`config.mk`:
```
export PLATFORM = sky130hd
export DESIGN_NAME = autorange_sample_to_led_color_core_flat
export DESIGN_NICKNAME = d
export VERILOG_FILES = /design/src/hw/rtl/arled_pkg.sv /design/src/hw/rtl/arled_req_if.sv /design/src/hw/rtl/arled_rsp_if.sv /design/src/hw/rtl/arled_div.sv /design/src/hw/rtl/autorange_sample_to_led_color_core.sv /design/src/flat_wrapper.sv
export SDC_FILE = /design/constraint.sdc
export NUM_CORES = 1
export LEC_CHECK = 0
export BUFFER_PORTS_ARGS = -buffer_cell sky130_fd_sc_hd__buf_4
export CORE_UTILIZATION = 57
export CTS_CLUSTER_SIZE = 28
export DETAILED_ROUTE_END_ITERATION = 7
export PLACE_DENSITY = 0.77
export SLEW_MARGIN = 5
export SYNTH_ARGS = -nofsm -noshare
export SYNTH_HDL_FRONTEND = slang
export SYNTH_SLANG_ARGS = --single-unit
```
`constraint.sdc`:
```
create_clock -name clock -period 5.3 [get_ports clock]
set_input_delay 1.06 -clock clock [delete_from_list [all_inputs] [get_ports clock]]
set_output_delay 1.06 -clock clock [all_outputs]
set_load 0.03 [all_outputs]
```
`src/hw/rtl/arled_pkg.sv`:
```
// ----------------------------------------------------------------------------
// arled_pkg
// Shared types, constants and elaboration-time table helpers for the
// auto-ranging sample to LED color core.
// ----------------------------------------------------------------------------
package arled_pkg;

   localparam int unsigned SAMPLE_W      = 12;
   localparam int unsigned OP_W          = 2;
   localparam int unsigned COLOR_W       = 24;
   localparam int unsigned CHAN_W        = 8;
   localparam int unsigned CSR_INDEX_W   = 2;
   localparam int unsigned CSR_DATA_W    = 12;
   localparam int unsigned FRAC_MAX_W    = 12;
   localparam int unsigned SCALE_STEPS   = CHAN_W;

   localparam int unsigned BRIGHTNESS_BASE_DEF = 16;
   localparam int unsigned FRACTION_BITS_DEF   = 8;

   localparam logic [SAMPLE_W-1:0] SAMPLE_MAX = 12'hFFF;

   localparam logic [OP_W-1:0] OP_START  = 2'd0;
   localparam logic [OP_W-1:0] OP_STOP   = 2'd1;
   localparam logic [OP_W-1:0] OP_UPDATE = 2'd2;

   localparam logic [CSR_INDEX_W-1:0] CSR_WINDOW_WIDTH = 2'd0;
   localparam logic [CSR_INDEX_W-1:0] CSR_BASE_RED     = 2'd1;
   localparam logic [CSR_INDEX_W-1:0] CSR_BASE_GREEN   = 2'd2;
   localparam logic [CSR_INDEX_W-1:0] CSR_BASE_BLUE    = 2'd3;

   typedef enum logic [2:0] {
      ST_IDLE,
      ST_DIVIDE,
      ST_LOOKUP,
      ST_SCALE,
      ST_EMIT
   } state_type;

   typedef struct packed {
      logic                start;
      logic [SAMPLE_W-1:0] numer;
      logic [SAMPLE_W:0]   denom;
   } div_cmd_type;

   // Q32 product, truncated
   function automatic logic [63:0] qmul(input logic [63:0] a, input logic [63:0] b);
      logic [127:0] p;
      p = {64'd0, a} * {64'd0, b};
      return p[95:32];
   endfunction

   function automatic logic power_too_big(input logic [63:0] r, input logic [63:0] limit,
                                          input int unsigned fb);
      logic [63:0] v;
      logic        big;
      v   = r;
      big = 1'b0;
      for (int unsigned i = 0; i < fb; i++) begin
         if (!big) begin
            v = qmul(v, v);
            if (v > limit) big = 1'b1;
         end
      end
      return big || (v > limit);
   endfunction

   function automatic logic [63:0] find_root(input int unsigned b, input int unsigned fb);
      logic [63:0] limit;
      logic [63:0] lo;
      logic [63:0] hi;
      logic [63:0] mid;
      limit = 64'(b) << 32;
      lo    = 64'd1 << 32;
      hi    = 64'd2 << 32;
      for (int i = 0; i < 32; i++) begin
         mid = lo + ((hi - lo) >> 1);
         if (power_too_big(mid, limit, fb)) hi = mid;
         else lo = mid;
      end
      return lo;
   endfunction

   // (root^f - 1) * 256 / (b - 1), limited to 255; quotient found bit by bit
   function automatic logic [CHAN_W-1:0] intensity_of(input logic [FRAC_MAX_W-1:0] f,
                                                      input logic [63:0] root,
                                                      input int unsigned b,
                                                      input int unsigned fb);
      logic [63:0]       y;
      logic [63:0]       pw;
      logic [63:0]       num;
      logic [63:0]       den;
      logic [CHAN_W-1:0] q;
      logic [CHAN_W-1:0] cand;
      y  = 64'd1 << 32;
      pw = root;
      for (int unsigned i = 0; i < fb; i++) begin
         if (f[i]) y = qmul(y, pw);
         pw = qmul(pw, pw);
      end
      num = (y - (64'd1 << 32)) << 8;
      den = 64'(b - 1) << 32;
      q   = '0;
      for (int k = CHAN_W - 1; k >= 0; k--) begin
         cand = q | (CHAN_W'(1) << k);
         if (64'(cand) * den <= num) q = cand;
      end
      return q;
   endfunction

   // floor(x / 255) for x below 65280, which covers any 8-bit by 8-bit product
   function automatic logic [CHAN_W-1:0] div255(input logic [2*CHAN_W-1:0] x);
      logic [2*CHAN_W:0] t;
      t = {1'b0, x} + {9'd0, x[2*CHAN_W-1:CHAN_W]} + 17'd1;
      return t[2*CHAN_W-1:CHAN_W];
   endfunction

endpackage

```
`src/hw/rtl/arled_req_if.sv`:
```
// ----------------------------------------------------------------------------
// arled_req_if
// Request channel: operation code and converter sample.
// ----------------------------------------------------------------------------
interface arled_req_if;
   logic                          valid;
   logic                          ready;
   logic [arled_pkg::OP_W-1:0]     op;
   logic [arled_pkg::SAMPLE_W-1:0] sample;

   modport source (output valid, output op, output sample, input ready);
   modport sink   (input valid, input op, input sample, output ready);
endinterface

```
`src/hw/rtl/arled_rsp_if.sv`:
```
// ----------------------------------------------------------------------------
// arled_rsp_if
// Response channel: LED enable and packed color.
// ----------------------------------------------------------------------------
interface arled_rsp_if;
   logic                         valid;
   logic                         ready;
   logic                         led_on;
   logic [arled_pkg::COLOR_W-1:0] color;

   modport source (output valid, output led_on, output color, input ready);
   modport sink   (input valid, input led_on, input color, output ready);
endinterface

```
`src/hw/rtl/arled_div.sv`:
```
// ----------------------------------------------------------------------------
// arled_div
// Bit-serial restoring divider: fraction = (numer << FractionBits) / denom,
// one quotient bit per cycle. Requires numer < denom.
// ----------------------------------------------------------------------------
module arled_div #(
   parameter int unsigned FractionBits = arled_pkg::FRACTION_BITS_DEF
) (
   input  logic                    clock,
   input  logic                    reset,
   input  arled_pkg::div_cmd_type  cmd,
   output logic                    done,
   output logic [FractionBits-1:0] quot
);

   localparam int unsigned CntW = $clog2(FractionBits + 1);

   logic [arled_pkg::SAMPLE_W-1:0] rem_ff,  rem_in;
   logic [arled_pkg::SAMPLE_W:0]   den_ff,  den_in;
   logic [FractionBits-1:0]        quot_ff, quot_in;
   logic [CntW-1:0]                cnt_ff,  cnt_in;
   logic                           busy_ff, busy_in;
   logic                           done_ff, done_in;
   logic [arled_pkg::SAMPLE_W:0]   shifted;
   logic                           ge;

   always_comb begin
      shifted = {rem_ff, 1'b0};
      ge      = (shifted >= den_ff);
      rem_in  = rem_ff;
      den_in  = den_ff;
      quot_in = quot_ff;
      cnt_in  = cnt_ff;
      busy_in = busy_ff;
      done_in = 1'b0;
      if (cmd.start) begin
         rem_in  = cmd.numer;
         den_in  = cmd.denom;
         cnt_in  = CntW'(FractionBits);
         busy_in = 1'b1;
      end else if (busy_ff) begin
         if (ge) rem_in = arled_pkg::SAMPLE_W'(shifted - den_ff);
         else    rem_in = shifted[arled_pkg::SAMPLE_W-1:0];
         quot_in = {quot_ff[FractionBits-2:0], ge};
         cnt_in  = cnt_ff - CntW'(1);
         if (cnt_ff == CntW'(1)) begin
            busy_in = 1'b0;
            done_in = 1'b1;
         end
      end
   end

   always_ff @(posedge clock) begin
      if (reset) begin
         busy_ff <= 1'b0;
         done_ff <= 1'b0;
         cnt_ff  <= '0;
      end else begin
         busy_ff <= busy_in;
         done_ff <= done_in;
         cnt_ff  <= cnt_in;
      end
      rem_ff  <= rem_in;
      den_ff  <= den_in;
      quot_ff <= quot_in;
   end

   assign done = done_ff;
   assign quot = quot_ff;

endmodule

```
`src/hw/rtl/autorange_sample_to_led_color_core.sv`:
```
// ----------------------------------------------------------------------------
// autorange_sample_to_led_color_core
// Tracks a sample window, maps the sample position in it to an exponential
// brightness and scales the configured base color.
//
//   channel | dir | handshake        | payload
//   req     | in  | valid / ready    | op[1:0], sample[11:0]
//   rsp     | out | valid / ready    | led_on, color[23:0]
//   csr     | in  | csr_we           | csr_index[1:0], csr_wdata[11:0]
//
// Update while armed: from transfer to next ready the core runs the bit-serial
// divider (one bit per cycle), the table lookup, the 8-step shift-add color
// scaler and the emit step. Start and ignored ops keep it idle; Stop goes to emit.
// Reset is synchronous; the result register lets a new request transfer
// while the previous response is stalled; the emit step waits for it.
// ----------------------------------------------------------------------------
module autorange_sample_to_led_color_core #(
   parameter int unsigned BrightnessBase = arled_pkg::BRIGHTNESS_BASE_DEF,
   parameter int unsigned FractionBits   = arled_pkg::FRACTION_BITS_DEF
) (
   input  logic                               clock,
   input  logic                               reset,
   arled_req_if.sink                          req,
   arled_rsp_if.source                        rsp,
   input  logic                               csr_we,
   input  logic [arled_pkg::CSR_INDEX_W-1:0]  csr_index,
   input  logic [arled_pkg::CSR_DATA_W-1:0]   csr_wdata
);

   localparam int unsigned W          = arled_pkg::SAMPLE_W;
   localparam int unsigned CW         = arled_pkg::CHAN_W;
   localparam int unsigned TableDepth = 1 << FractionBits;
   localparam int unsigned MaxSteps   = (FractionBits > arled_pkg::SCALE_STEPS) ?
                                        FractionBits : arled_pkg::SCALE_STEPS;
   localparam int unsigned CntW       = $clog2(MaxSteps + 1);
   localparam logic [63:0] Root       = arled_pkg::find_root(BrightnessBase, FractionBits);

   arled_pkg::state_type state_ff, state_in;

   logic [W-1:0]      width_ff;
   logic [CW-1:0]     red_ff, green_ff, blue_ff;
   logic [W-1:0]      low_ff,  low_in;
   logic [W-1:0]      high_ff, high_in;
   logic              armed_ff, armed_in;
   logic              pend_on_ff, pend_on_in;
   logic [CntW-1:0]   cnt_ff, cnt_in;
   logic [CW-1:0]     mbits_ff, mbits_in;
   logic [2*CW-1:0]   acc_r_ff, acc_r_in;
   logic [2*CW-1:0]   acc_g_ff, acc_g_in;
   logic [2*CW-1:0]   acc_b_ff, acc_b_in;
   logic [CW-1:0]     rom_q_ff;
   logic              rsp_valid_ff, rsp_valid_in;
   logic              rsp_on_ff, rsp_on_in;
   logic [arled_pkg::COLOR_W-1:0] rsp_color_ff, rsp_color_in;

   logic [CW-1:0]           inten_rom [TableDepth];
   arled_pkg::div_cmd_type  div_cmd;
   logic                    div_done;
   logic [FractionBits-1:0] div_quot;

   logic           xfer;
   logic           out_free;
   logic [W-1:0]   half;
   logic [W:0]     seed_sum;
   logic [W-1:0]   seed_high;
   logic [W-1:0]   seed_low;
   logic [W-1:0]   upd_low;
   logic [W-1:0]   upd_high;

   for (genvar i = 0; i < TableDepth; i++) begin : g_rom
      assign inten_rom[i] = arled_pkg::intensity_of(arled_pkg::FRAC_MAX_W'(i), Root,
                                                     BrightnessBase, FractionBits);
   end

   always_ff @(posedge clock) begin
      rom_q_ff <= inten_rom[div_quot];
   end

   arled_div #(
      .FractionBits(FractionBits)
   ) u_div (
      .clock(clock),
      .reset(reset),
      .cmd  (div_cmd),
      .done (div_done),
      .quot (div_quot)
   );

   assign req.ready  = (state_ff == arled_pkg::ST_IDLE);
   assign xfer       = req.valid && req.ready;
   assign out_free   = !rsp_valid_ff || rsp.ready;

   always_comb begin
      half      = {1'b0, width_ff[W-1:1]};
      seed_sum  = {1'b0, req.sample} + {1'b0, half};
      seed_high = seed_sum[W] ? arled_pkg::SAMPLE_MAX : seed_sum[W-1:0];
      seed_low  = (req.sample > half) ? (req.sample - half) : '0;
      upd_low   = (req.sample < low_ff)  ? req.sample : low_ff;
      upd_high  = (req.sample > high_ff) ? req.sample : high_ff;
   end

   always_comb begin
      state_in      = state_ff;
      low_in        = low_ff;
      high_in       = high_ff;
      armed_in      = armed_ff;
      pend_on_in    = pend_on_ff;
      cnt_in        = cnt_ff;
      mbits_in      = mbits_ff;
      acc_r_in      = acc_r_ff;
      acc_g_in      = acc_g_ff;
      acc_b_in      = acc_b_ff;
      rsp_valid_in  = rsp_valid_ff && !rsp.ready;
      rsp_on_in     = rsp_on_ff;
      rsp_color_in  = rsp_color_ff;
      div_cmd.start = 1'b0;
      div_cmd.numer = req.sample - upd_low;
      div_cmd.denom = {1'b0, upd_high} - {1'b0, upd_low} + (W+1)'(1);

      unique case (state_ff)
         arled_pkg::ST_IDLE: begin
            if (xfer) begin
               unique case (req.op)
                  arled_pkg::OP_START: begin
                     low_in   = seed_low;
                     high_in  = seed_high;
                     armed_in = 1'b1;
                  end
                  arled_pkg::OP_STOP: begin
                     low_in     = seed_low;
                     high_in    = seed_high;
                     armed_in   = 1'b0;
                     pend_on_in = 1'b0;
                     state_in   = arled_pkg::ST_EMIT;
                  end
                  arled_pkg::OP_UPDATE: begin
                     if (armed_ff) begin
                        low_in        = upd_low;
                        high_in       = upd_high;
                        pend_on_in    = 1'b1;
                        div_cmd.start = 1'b1;
                        state_in      = arled_pkg::ST_DIVIDE;
                     end
                  end
                  default: ;
               endcase
            end
         end
         arled_pkg::ST_DIVIDE: begin
            if (div_done) state_in = arled_pkg::ST_LOOKUP;
         end
         arled_pkg::ST_LOOKUP: begin
            mbits_in = rom_q_ff;
            acc_r_in = '0;
            acc_g_in = '0;
            acc_b_in = '0;
            cnt_in   = CntW'(arled_pkg::SCALE_STEPS);
            state_in = arled_pkg::ST_SCALE;
         end
         arled_pkg::ST_SCALE: begin
            acc_r_in = {acc_r_ff[2*CW-2:0], 1'b0} + (mbits_ff[CW-1] ? {8'd0, red_ff}   : '0);
            acc_g_in = {acc_g_ff[2*CW-2:0], 1'b0} + (mbits_ff[CW-1] ? {8'd0, green_ff} : '0);
            acc_b_in = {acc_b_ff[2*CW-2:0], 1'b0} + (mbits_ff[CW-1] ? {8'd0, blue_ff}  : '0);
            mbits_in = {mbits_ff[CW-2:0], 1'b0};
            cnt_in   = cnt_ff - CntW'(1);
            if (cnt_ff == CntW'(1)) state_in = arled_pkg::ST_EMIT;
         end
         arled_pkg::ST_EMIT: begin
            if (out_free) begin
               rsp_valid_in = 1'b1;
               rsp_on_in    = pend_on_ff;
               rsp_color_in = pend_on_ff ? {arled_pkg::div255(acc_r_ff),
                                            arled_pkg::div255(acc_g_ff),
                                            arled_pkg::div255(acc_b_ff)} : '0;
               state_in     = arled_pkg::ST_IDLE;
            end
         end
         default: state_in = arled_pkg::ST_IDLE;
      endcase
   end

   always_ff @(posedge clock) begin
      if (reset) begin
         state_ff     <= arled_pkg::ST_IDLE;
         width_ff     <= 12'd256;
         red_ff       <= 8'd255;
         green_ff     <= 8'd255;
         blue_ff      <= 8'd255;
         low_ff       <= '0;
         high_ff      <= arled_pkg::SAMPLE_MAX;
         armed_ff     <= 1'b0;
         cnt_ff       <= '0;
         rsp_valid_ff <= 1'b0;
      end else begin
         state_ff     <= state_in;
         low_ff       <= low_in;
         high_ff      <= high_in;
         armed_ff     <= armed_in;
         cnt_ff       <= cnt_in;
         rsp_valid_ff <= rsp_valid_in;
         if (csr_we) begin
            unique case (csr_index)
               arled_pkg::CSR_WINDOW_WIDTH: width_ff <= csr_wdata;
               arled_pkg::CSR_BASE_RED:     red_ff   <= csr_wdata[CW-1:0];
               arled_pkg::CSR_BASE_GREEN:   green_ff <= csr_wdata[CW-1:0];
               arled_pkg::CSR_BASE_BLUE:    blue_ff  <= csr_wdata[CW-1:0];
               default: ;
            endcase
         end
      end
      pend_on_ff   <= pend_on_in;
      mbits_ff     <= mbits_in;
      acc_r_ff     <= acc_r_in;
      acc_g_ff     <= acc_g_in;
      acc_b_ff     <= acc_b_in;
      rsp_on_ff    <= rsp_on_in;
      rsp_color_ff <= rsp_color_in;
   end

   assign rsp.valid  = rsp_valid_ff;
   assign rsp.led_on = rsp_on_ff;
   assign rsp.color  = rsp_color_ff;

endmodule

```
`src/flat_wrapper.sv`:
```
// flat-port wrapper written by rule: the top's interface ports become plain ports
module autorange_sample_to_led_color_core_flat 
#(
   parameter int unsigned BrightnessBase = arled_pkg::BRIGHTNESS_BASE_DEF,
   parameter int unsigned FractionBits   = arled_pkg::FRACTION_BITS_DEF
)
  (clock, reset, csr_we, csr_index, csr_wdata, req_valid, req_op, req_sample, req_ready, rsp_valid, rsp_led_on, rsp_color, rsp_ready);
  arled_req_if req_i ();
  arled_rsp_if rsp_i ();
  input  logic clock;
  input  logic reset;
  input  logic csr_we;
  input  logic [arled_pkg::CSR_INDEX_W-1:0] csr_index;
  input  logic [arled_pkg::CSR_DATA_W-1:0] csr_wdata;
  input wire logic [$bits(req_i.valid)-1:0] req_valid;
  input wire logic [$bits(req_i.op)-1:0] req_op;
  input wire logic [$bits(req_i.sample)-1:0] req_sample;
  output wire logic [$bits(req_i.ready)-1:0] req_ready;
  output wire logic [$bits(rsp_i.valid)-1:0] rsp_valid;
  output wire logic [$bits(rsp_i.led_on)-1:0] rsp_led_on;
  output wire logic [$bits(rsp_i.color)-1:0] rsp_color;
  input wire logic [$bits(rsp_i.ready)-1:0] rsp_ready;
  assign req_i.valid = req_valid;
  assign req_i.op = req_op;
  assign req_i.sample = req_sample;
  assign req_ready = req_i.ready;
  assign rsp_valid = rsp_i.valid;
  assign rsp_led_on = rsp_i.led_on;
  assign rsp_color = rsp_i.color;
  assign rsp_i.ready = rsp_ready;
  autorange_sample_to_led_color_core #(.BrightnessBase(BrightnessBase), .FractionBits(FractionBits)) u_core (.clock(clock), .reset(reset), .req(req_i), .rsp(rsp_i), .csr_we(csr_we), .csr_index(csr_index), .csr_wdata(csr_wdata));
endmodule
```
-- Word-level counts from Yosys, hierarchy flattened
Memories as Yosys holds them, arrays and structs flattened. A register that Yosys moved wholly into a read port is not among the register bits.
Cells that the tools add are included.
- flip-flop bits (word level): 190
- memories kept: 1
- memory bits (read-only): 2048
- logic and storage cells: 134
- memories (name ; words ; width ; rd ports ; clocked after Yosys merged registers in ; wr ports ; line ; RTL):
    (name not given) ; 256 ; 8 ; 1 ; 1 ; 0 ; autorange_sample_to_led_color_core.sv:76 ; rom_q_ff <= inten_rom[div_quot];
- reductions and logical operators: 26
- add/subtract/negate cells: 17
- bitwise operators: 3
- order comparisons: 4
- mux-type cells: 41
- equal/unequal tests: 18
- operators by type and width (operator ; count):
    $mux 12 ; 9
    $pmux 16 s2 ; 3
    $add 16x1->16 const B ; 3
    $add 16x16->16 ; 3
    $add 16x8->16 ; 3
    $pmux 12 s2 ; 2
    $mux 8 ; 3
    $sub 12x12->12 ; 2
    $pmux 8 s2 ; 1
    $mux 3 ; 5
    $pmux 3 s5 ; 1
    $add 12x11->13 ; 1
    $add 13x1->13 const B ; 1
    $ge 13x13->1 ; 1
    $sub 12x12->13 ; 1
    $gt 12x11->1 ; 1
    $gt 12x12->1 ; 1
    $lt 12x12->1 ; 1
    $reduce_and 2->1 ; 6
    $sub 12x11->12 ; 1
    $mux 1 ; 11
    $reduce_bool 2->1 ; 5
    $not 8->9 ; 1
    $eq 4x1->1 const B ; 2
    24 further kinds ; 41

-- Longest topological paths before layout
Gate-level depths: netlist of run 1.
- word-level depth: 6
- depth in mapped cells: 25
- gate-level depth less buffers: 24

-- Hierarchy
Synthesis of run 1 repeated with hierarchy kept, for this count alone.
- cell total of the unflattened synthesis: 1752
- area total of the unflattened synthesis: 15059.4 um^2
- modules (own cells, without submodules) (module ; times used ; area each (um^2) ; cells each ; seq. area each (um^2)):
    autorange_sample_to_led_color_core ; 1 ; 12878.6 ; 1551 ; 3983.8
    arled_div ; 1 ; 2180.8 ; 201 ; 1111.1

-- Worst setup path after synthesis of run 1
No wires, ideal clock.
- path type: input -> register
- start point: in req_sample[1]
- end point: reg u_core.u_div.rem_ff[10] (netlist bit) (data pin)
- path buffers: 2
- path slack: -29 ps
- data arrival time: 5038 ps
- stages: 20
- data required time: 5009 ps
- cell sequence: ha_1 > a2111oi_4 > nor4_1 > or3_1 > buf_2 > clkbuf_1 > nor2_1 > a21oi_1 > inv_1 > ha_1 > inv_1 > fa_1 > maj3_1 > maj3_1 > maj3_1 > mux2i_1 > o21ai_0 > a41oi_1 > xor2_1 > a21oi_1
- cells in the longest elaborated chain, start to end: 4
- ends and longest elaborated chain (item ; line ; RTL):
    start, declared ; flat_wrapper.sv:17 ; input wire logic [$bits(req_i.sample)-1:0] req_sample;
    $lt 12x12->1 ; autorange_sample_to_led_color_core.sv:98 ; upd_low = (req.sample < low_ff) ? req.sample : low_ff;
    $mux 12 ; autorange_sample_to_led_color_core.sv:98 ;
    $sub 12x12->12 (*) ; autorange_sample_to_led_color_core.sv:117 ; div_cmd.numer = req.sample - upd_low;
    $mux 12 (*) ; arled_div.sv:36 ; if (cmd.start) begin
    net u_core.u_div.rem_in (one bit) ; arled_div.sv:18 ; logic [arled_pkg::SAMPLE_W-1:0] rem_ff, rem_in;
    end signal, assigned ; arled_div.sv:63 ; rem_ff <= rem_in;
    end, declared ; arled_div.sv:18 ;
The timed path passes the listed nets; every way through them passes the cells marked *.
A chain may end at the register's enable or synchronous reset.

-- Worst setup path in the final report of run 1
Same ends and word-level chain as after synthesis.

==> results of run 1 <==
## critical path: stages
cell and delay [ns]:
sky130_fd_sc_hd__buf_4 0.13, sky130_fd_sc_hd__ha_1 0.32, sky130_fd_sc_hd__a2111oi_4 0.40, sky130_fd_sc_hd__nor4_2 0.11, sky130_fd_sc_hd__or3_4 0.42, sky130_fd_sc_hd__nor2_1 0.10, sky130_fd_sc_hd__a21oi_1 0.06, sky130_fd_sc_hd__inv_1 0.07
sky130_fd_sc_hd__ha_1 0.13, sky130_fd_sc_hd__inv_1 0.06, sky130_fd_sc_hd__fa_1 0.39, sky130_fd_sc_hd__maj3_1 0.34, sky130_fd_sc_hd__maj3_1 0.40, sky130_fd_sc_hd__maj3_1 0.36, sky130_fd_sc_hd__mux2i_1 0.19, sky130_fd_sc_hd__o21ai_0 0.16
sky130_fd_sc_hd__a41oi_1 0.26, sky130_fd_sc_hd__xor2_1 0.18, sky130_fd_sc_hd__a21oi_1 0.09
## sequential cells by signal, summed over array words and instances (netlist names), 11 cells and up
name                 cells
u_core.low_ff           12
u_core.acc_b_ff         16
u_core.acc_r_ff         16
u_core.high_ff          12
u_core.u_div.rem_ff     12
u_core.u_div.den_ff     13
u_core.acc_g_ff         16
u_core.rsp.color        24
u_core.width_ff         11
## stage by stage
stage          util [%]  total power [mW]  hold slack (ns)
2_1_floorplan         -              2.64            0.424
3_3_place_gp       62.1              2.98            0.444
3_5_place_dp       62.1              3.02            0.450
4_1_cts            64.6              4.34            0.469
5_1_grt            64.6              4.55            0.481
6_report           64.6              4.33            0.467
## metal layers
metal  up-vias  track usage (%)
met4         0             9.95
met5         -                0
met2       395             48.0
li1       6021                -
met3        66             4.00
met1      5792             34.1
## cells by family after synthesis
family,Yosys count
AO/OA/AOI/OAI,432
XOR/XNOR,93
adder cells (fa/ha/maj),163
buffers and inverters,204
flip-flops,197
multiplexers,16
AND/OR/NAND/NOR,581
## power groups by stage
stage | clock [mW] | combinational [mW] | sequential, mW
3_5_place_dp | 0 | 1.21 | 1.81
6_report | 1.32 | 1.24 | 1.77
5_1_grt | 1.40 | 1.37 | 1.78
2_1_floorplan | 0 | 0.827 | 1.82
3_3_place_gp | 0 | 1.18 | 1.80
4_1_cts | 1.34 | 1.23 | 1.77
## worst paths after layout
check | end | slack [ns] | startpoint
hold / removal | u_core.red_ff[7]$_SDFFE_PP1P_ | 0.47 | u_core.red_ff[7]$_SDFFE_PP1P_
hold reg to reg | u_core.red_ff[7]$_SDFFE_PP1P_ | 0.47 | u_core.red_ff[7]$_SDFFE_PP1P_
setup / recovery | u_core.u_div.rem_ff[10]$_DFFE_PP_ | 0.25 | req_sample[1]
setup reg to reg | u_core.u_div.rem_ff[10]$_DFFE_PP_ | 0.46 | u_core.low_ff[2]$_SDFFE_PP0P_
## cell usage in the layout (no fill, tap or decap), types with 7 or more instances in the layout
cell | Yosys | layout
sky130_fd_sc_hd__nand2_1 | 186 | 186
sky130_fd_sc_hd__nor2_1 | 159 | 159
sky130_fd_sc_hd__ha_1 | 151 | 151
sky130_fd_sc_hd__a21oi_1 | 137 | 137
sky130_fd_sc_hd__o21ai_0 | 123 | 123
sky130_fd_sc_hd__inv_1 | 116 | 116
sky130_fd_sc_hd__edfxtp_1 | 115 | 115
sky130_fd_sc_hd__buf_4 | 0 | 104
sky130_fd_sc_hd__dfxtp_1 | 82 | 82
sky130_fd_sc_hd__xnor2_1 | 59 | 59
sky130_fd_sc_hd__nand3_1 | 42 | 42
sky130_fd_sc_hd__and2_1 | 40 | 40
sky130_fd_sc_hd__nor3_1 | 34 | 34
sky130_fd_sc_hd__xor2_1 | 34 | 34
sky130_fd_sc_hd__nor2b_1 | 25 | 25
sky130_fd_sc_hd__nand2b_1 | 21 | 21
sky130_fd_sc_hd__a21o_1 | 20 | 20
sky130_fd_sc_hd__nand4_1 | 17 | 17
sky130_fd_sc_hd__and3_1 | 17 | 17
sky130_fd_sc_hd__clkbuf_16 | 0 | 17
sky130_fd_sc_hd__o21a_1 | 16 | 16
sky130_fd_sc_hd__o221ai_1 | 15 | 15
sky130_fd_sc_hd__a211oi_1 | 15 | 15
sky130_fd_sc_hd__a31oi_1 | 14 | 14
sky130_fd_sc_hd__or3_1 | 14 | 13
sky130_fd_sc_hd__mux2i_1 | 10 | 10
sky130_fd_sc_hd__o22ai_1 | 10 | 10
sky130_fd_sc_hd__o21bai_1 | 10 | 10
sky130_fd_sc_hd__o211ai_1 | 8 | 8
sky130_fd_sc_hd__fa_1 | 8 | 8
sky130_fd_sc_hd__or2_2 | 7 | 7
## synthesized netlist by cell type (7+ instances only)
master,n
sky130_fd_sc_hd__dfxtp_1,82
sky130_fd_sc_hd__edfxtp_1,115
sky130_fd_sc_hd__nand2b_1,21
sky130_fd_sc_hd__ha_1,151
sky130_fd_sc_hd__nand2_1,186
sky130_fd_sc_hd__nor2b_1,25
sky130_fd_sc_hd__o21a_1,16
sky130_fd_sc_hd__xor2_1,34
sky130_fd_sc_hd__nor3_1,34
sky130_fd_sc_hd__xnor2_1,59
sky130_fd_sc_hd__a21o_1,20
sky130_fd_sc_hd__or2_2,7
sky130_fd_sc_hd__inv_1,116
sky130_fd_sc_hd__a31oi_1,14
sky130_fd_sc_hd__and3_1,17
sky130_fd_sc_hd__mux2i_1,10
sky130_fd_sc_hd__fa_1,8
sky130_fd_sc_hd__o21ai_0,123
sky130_fd_sc_hd__and2_1,40
sky130_fd_sc_hd__nor2_1,159
sky130_fd_sc_hd__a211oi_1,15
sky130_fd_sc_hd__o211ai_1,8
sky130_fd_sc_hd__o21bai_1,10
sky130_fd_sc_hd__buf_1,8
sky130_fd_sc_hd__o22ai_1,10
sky130_fd_sc_hd__a21oi_1,137
sky130_fd_sc_hd__or3_1,14
sky130_fd_sc_hd__nand4_1,17
sky130_fd_sc_hd__clkbuf_1,75
sky130_fd_sc_hd__o221ai_1,15
sky130_fd_sc_hd__nand3_1,42
## layout make-up
type	count	area share [%]
multi-input combinational	1285	53.7
sequential	197	32.1
timing repair buffer	104	4.92
inverter	120	2.84
clock buffer	17	2.68
tap	324	2.56
clock inverter	15	1.13
## repair_timing
item / in CTS / in global routing
hold buffers: 0 / 0
gates resized for setup: 0 / 2
setup endpoints to repair: 0 / 2
buffers inserted: 0 / 0
==> results_tabular.tex, run 1 <==
\begin{tabular}{lr}
\hline
Metric & Value \\
\hline
\multicolumn{2}{l}{\textbf{Run status}} \\
Status & finished clean \\
\multicolumn{2}{l}{\textbf{Timing}} \\
Setup Viol. Count Final & 0 \\
Worst Slack Setup Final & around 0.25 ns \\
Worst slew margin relative to its limit & 23.9\% \\
Final max-slew violation count & 0 \\
Final critical-path share of the clock period & a little over nine tenths \\
Number of failing hold endpoints at the final stage & 0 \\
Worst-margin pin slew & between 1 and 1.5 ns \\
Worst-case clock skew & 0.0211 ns \\
Achievable frequency & 198 MHz \\
Final total negative setup slack & 0 ns \\
Clock period minus final worst setup slack & just over 5 ns \\
\multicolumn{2}{l}{\textbf{Synth}} \\
Dominant cell type by area after synthesis & sky130\_fd\_sc\_hd\_\_edfxtp\_1 \\
Simple logic cell fraction of the synthesized area & between 10\% and 20\% \\
Post-synthesis mux area share & 1.40\% \\
Most used DFF post-synth & sky130\_fd\_sc\_hd\_\_edfxtp\_1 \\
Number of synthesized flops with an enable pin & around 120 \\
Fraction of the mapped netlist area in adder cells & between 10 and 15\% \\
Parity-gate share of the synthesized area counting xor and xnor cells & 5.67\% \\
Sequential cell area fraction in the yosys report & between 30\% and 40\% \\
Top cells by area, synth & sky130\_fd\_sc\_hd\_\_edfxtp\_1, sky130\_fd\_sc\_hd\_\_ha\_1, sky130\_fd\_sc\_hd\_\_dfxtp\_1 \\
Cell variety after synth & just under 70 \\
Synth Area in Compound Gates & about a fifth \\
Avg Cell Area, Syn & around 8.5 um2 \\
Fraction of post-synthesis cell area in the top cell type by area & about a quarter \\
Yosys synthesis warning count & 0 \\
Cell count after synthesis & around 1700 \\
Post-Synthesis Net Count & 1878 \\
Post-synthesis cell area & between 10000 and 15000 um2 \\
Main combinational cell family by area after synthesis & simple AND/OR/NAND/NOR gates \\
Flip-flop and latch count after synthesis & around 200 \\
Async S/R FF share, synth & 0\% \\
\multicolumn{2}{l}{\textbf{Critical path}} \\
Crit path arrival time & about 5.2 ns \\
Sort of element at the start of the critical path & primary input \\
Highest net fanout along the worst path & 5 \\
Worst Setup Path Type & in -> reg \\
Required time worst endpoint & roughly 5.5 ns \\
Nature of the critical path endpoint & register \\
Depth of the worst register-to-register path & 20 \\
\multicolumn{2}{l}{\textbf{Routing}} \\
Number of vias after detailed routing & around 12000 \\
Drt initial violations & 1058 \\
WL met3 & $\sim$1.8 mm \\
Met2 Routed Length & 17.2 mm \\
Vias per cell & $\sim$6 \\
Routed WL per cell & roughly 17 um \\
Top layer in use & met4 \\
DRC Markers & 0 \\
Number of antenna-violating nets in the routed design & 0 \\
1st-pass router iterations & 6 \\
Routed wire length & roughly 35 mm \\
Metal-1 WL & around 15 mm \\
\multicolumn{2}{l}{\textbf{Global routing}} \\
Number of global-route vias before repair & between 10000 and 15000 \\
Maximum number of pins on one net before global-route repair & 67 \\
Wire length of the first global-routing pass & approximately 57 mm \\
Global router's overall resource usage & roughly 27\% \\
Final global-route overflow total & 0 \\
Antenna violations before repair & 0 \\
\multicolumn{2}{l}{\textbf{Pwr}} \\
Sequential fraction of design power & 40.9\% \\
Clock network fraction of design power & a little under a third \\
Switching power & 1.43 mW \\
Pint & approximately 2.9 mW \\
Cell leakage power & between 6 and 7 nW \\
Pwr per Cell Area & 273 nW/um2 \\
Relative contribution of combinational cells to total power & between 20\% and 30\% \\
Peak supply drop & around 0.00029 V \\
Switching Share & approximately 33\% \\
\multicolumn{2}{l}{\textbf{Layout}} \\
Finished Layout Cells & $\sim$2100 \\
N\_diodes & 0 \\
Net total in the final layout & between 1500 and 2000 \\
Total of fill cells in the finished design & around 2100 \\
Post-route design area & $\sim$16000 um2 \\
Ratio of cells with drive above 1 in the final layout & under 10\% \\
Area of the multi-input gates & 8520 um2 \\
Sequential cell area in the final layout & slightly above 5000 um2 \\
Area added between synthesis and finish & 10.4\% \\
\multicolumn{2}{l}{\textbf{Placement}} \\
Count of buffers inserted at the top-level ports & between 50 and 60 \\
Placed cell count & around 2000 \\
Final Wtd Congestion & between 0.9 and 1 \\
Cell area after placement & roughly 15000 um2 \\
Detail Placement HPWL & 25.1 mm \\
Post-placement worst setup slack & -0.196 ns \\
\multicolumn{2}{l}{\textbf{Clocking}} \\
Number of H-tree levels & 4 \\
Clock root buffer master & sky130\_fd\_sc\_hd\_\_clkbuf\_16 \\
TritonCTS sink count & $\sim$200 \\
Clock-pin slew on the worst setup and hold paths & $\sim$0.080 ns \\
Total CTS buffers & 17 \\
TritonCTS clock tree & built \\
Number of buffers on the longest clock path & 2 \\
Insertion delay of the later-clocked pin in the worst-skew pair & roughly 0.45 ns \\
\multicolumn{2}{l}{\textbf{Floorplan}} \\
Starting Density & $\sim$59\% \\
Die X-Extent & 161 um \\
I/O pins & 60 \\
Number of placement rows & 57 \\
Core outline area & 24500 um2 \\
Die Span Y & about 160 um \\
Overall die area & about 26000 um2 \\
\multicolumn{2}{l}{\textbf{Min path}} \\
Min-Delay Path Depth & 2 \\
Worst min path class & reg -> reg \\
\multicolumn{2}{l}{\textbf{Job}} \\
Number of maximum-capacitance constraint violations & 0 \\
\hline
\end{tabular}
No activity file was read; power rests on OpenSTA's default activity.
==> run 2: changes to the inputs <==
--- a/config.mk
+++ b/config.mk
@@ -6,6 +6,7 @@
 export NUM_CORES = 1
 export LEC_CHECK = 0
 export BUFFER_PORTS_ARGS = -buffer_cell sky130_fd_sc_hd__buf_4
+export CORE_MARGIN = 2
 export CORE_UTILIZATION = 57
 export CTS_CLUSTER_SIZE = 28
 export DETAILED_ROUTE_END_ITERATION = 7
==> results_tabular.tex, run 2 (synthesized netlist as in run 1, its figures left out) <==
\begin{tabular}{lr}
\hline
Metric & Value \\
\hline
\multicolumn{2}{l}{\textbf{Routing}} \\
Number of vias after detailed routing & between 10000 and 15000 \\
1st-pass router iterations & 5 \\
DRC Markers & 0 \\
Routed WL per cell & 16.5 um \\
Drt initial violations & between 1000 and 1500 \\
Routed wire length & about 34 mm \\
Vias per cell & between 5 and 6 \\
Number of antenna-violating nets in the routed design & 0 \\
\multicolumn{2}{l}{\textbf{Layout}} \\
Net total in the final layout & between 1500 and 2000 \\
End-of-flow core utilization & between 60\% and 70\% \\
N\_diodes & 0 \\
Area added between synthesis and finish & 10.4\% \\
Highest-count cells in the layout ignoring fill and taps & sky130\_fd\_sc\_hd\_\_nand2\_1, sky130\_fd\_sc\_hd\_\_nor2\_1, sky130\_fd\_sc\_hd\_\_ha\_1 \\
Flip-flop count of the largest register, all copies and words added & 24 \\
Ratio of cells with drive above 1 in the final layout & under 10\% \\
Most common library cell in the layout ignoring fill and taps & sky130\_fd\_sc\_hd\_\_nand2\_1 \\
\multicolumn{2}{l}{\textbf{Critical path}} \\
Highest net fanout along the worst path & 5 \\
Worst Setup Path Type & in -> reg \\
Sort of element at the start of the critical path & primary input \\
CP peak stage delay & roughly 0.47 ns \\
Nature of the critical path endpoint & register \\
Most Frequent Cell on Critical Path & sky130\_fd\_sc\_hd\_\_maj3\_1 \\
Required time worst endpoint & 5.49 ns \\
Depth of the worst register-to-register path & 20 \\
Cell at the slowest stage of the critical path & sky130\_fd\_sc\_hd\_\_or3\_1 \\
Cell-by-cell trace of the critical path & buf\_4, ha\_1, a2111oi\_4, nor4\_1, or3\_1, nor2\_1, a21oi\_1, inv\_1, ha\_1, inv\_1, fa\_1, maj3\_1, maj3\_1, maj3\_1, mux2i\_1, o21ai\_0, a41oi\_1, xor2\_1, a21oi\_1 \\
Crit path arrival time & around 5.4 ns \\
\multicolumn{2}{l}{\textbf{Pwr}} \\
Pint & 2.91 mW \\
Sequential fraction of design power & between 40\% and 50\% \\
Switching power & between 1 and 1.5 mW \\
Cell leakage power & 6.57 nW \\
Pwr per Cell Area & between 200 and 300 nW/um2 \\
Clock network fraction of design power & between 30\% and 40\% \\
Peak supply drop & approximately 0.00020 V \\
Switching Share & around 33\% \\
Relative contribution of combinational cells to total power & roughly 28\% \\
\multicolumn{2}{l}{\textbf{Timing}} \\
Clock period minus final worst setup slack & between 5 and 6 ns \\
Number of failing hold endpoints at the final stage & 0 \\
Achievable frequency & 194 MHz \\
Setup Viol. Count Final & 0 \\
Setup repair after global routing missed its margin & false \\
Worst-margin pin slew & roughly 1.1 ns \\
Worst Slack Setup Final & between 0.1 and 0.15 ns \\
Final critical-path share of the clock period & 97.2\% \\
Worst slew margin relative to its limit & 25.7\% \\
Final max-slew violation count & 0 \\
Worst-case clock skew & between 0.02 and 0.025 ns \\
\multicolumn{2}{l}{\textbf{Global routing}} \\
Global router's overall resource usage & about a quarter \\
Antenna violations before repair & 0 \\
Wire length of the first global-routing pass & about 57 mm \\
Number of global-route vias before repair & between 10000 and 15000 \\
Final global-route overflow total & 0 \\
Maximum number of pins on one net before global-route repair & 66 \\
\multicolumn{2}{l}{\textbf{Clocking}} \\
Insertion delay of the later-clocked pin in the worst-skew pair & 0.46 ns \\
Hold buffers post-CTS & 0 \\
Total CTS buffers & 17 \\
TritonCTS clock tree & built \\
Clock root buffer master & sky130\_fd\_sc\_hd\_\_clkbuf\_16 \\
Number of buffers on the longest clock path & 2 \\
TritonCTS sink count & between 150 and 200 \\
Clock-pin slew on the worst setup and hold paths & 0.09 ns \\
Post-CTS Setup Bufs & 0 \\
Post-CTS Resized & 0 \\
Number of H-tree levels & 4 \\
\multicolumn{2}{l}{\textbf{Floorplan}} \\
Number of placement rows & slightly below 60 \\
I/O pins & 60 \\
Overall die area & 26500 um2 \\
Die Span Y & 163 um \\
Die X-Extent & roughly 160 um \\
Starting Density & between 50 and 60\% \\
Core outline area & approximately 25000 um2 \\
\multicolumn{2}{l}{\textbf{Placement}} \\
Final Wtd Congestion & roughly 0.95 \\
Count of buffers inserted at the top-level ports & just under 60 \\
Detail Placement HPWL & 24.9 mm \\
Post-placement worst setup slack & -0.254 ns \\
\multicolumn{2}{l}{\textbf{Min path}} \\
Worst min path class & reg -> reg \\
Min-Delay Path Depth & 2 \\
\multicolumn{2}{l}{\textbf{Job}} \\
Number of maximum-capacitance constraint violations & 0 \\
\multicolumn{2}{l}{\textbf{Run status}} \\
Status & finished clean \\
\hline
\end{tabular}
-- run 2: cell types whose count changed in the layout (fill, tap and decap cells not counted), sizes merged --
cell	change
buf	-3
clkinv	-3
inv	+3
-- run 2: per-stage QoR --
stage                     power [mW]  hold slack, ns  cells  TNS [ns]  cell area, um2
after floorplan                 2.64           0.424   1686         0           14400
after global placement          2.97           0.442   2033   -0.0889           15200
after detailed placement        3.00           0.449   2033    -0.509           15200
after CTS                       4.36           0.469   2065         0           15900
after global routing            4.56           0.493   2065         0           15900
final                           4.35           0.466   2065         0           15900
-- run 2: metal layers --
metal	share of wire (%)	global-route usage [%]
met3	4.6	2.88
met1	44	34.1
met4	2.6	9.13
met2	49	45.6
met5	0	0
-- run 2: cell type report --
type	count	area [um2]
clock inverter	15	204
clock buffer	17	425
inverter	120	450
timing repair buffer	101	758
multi-input combinational	1285	8510
sequential	197	5090
fill	2117	9110
tap	330	413
-- run 2: worst paths after layout --
kind	from	endpoint	slack, ns
worst max-delay path	req_sample[1]	u_core.u_div.rem_ff[10]$_DFFE_PP_	0.15
worst min-delay path	u_core.blue_ff[6]$_SDFFE_PP1P_	u_core.blue_ff[6]$_SDFFE_PP1P_	0.47
worst max register to register	u_core.low_ff[2]$_SDFFE_PP0P_	u_core.u_div.rem_ff[10]$_DFFE_PP_	0.38
worst min register to register	u_core.blue_ff[6]$_SDFFE_PP1P_	u_core.blue_ff[6]$_SDFFE_PP1P_	0.47
-- run 2: power by group through the flow --
stage	sequential [mW]	clock, mW	combinational (mW)
4_1_cts	1.77	1.38	1.21
3_5_place_dp	1.81	0	1.20
6_report	1.77	1.36	1.22
5_1_grt	1.78	1.43	1.35
3_3_place_gp	1.80	0	1.17
2_1_floorplan	1.82	0	0.827
-- run 2: worst max-delay path, delay by kind of cell --
family | cells | cell delay (ns)
simple gates | 3 | 0.75
compound gates | 5 | 0.98
xor+xnor | 1 | 0.17
mux | 1 | 0.19
buf+inv | 3 | 0.25
fa+ha+maj | 6 | 1.94
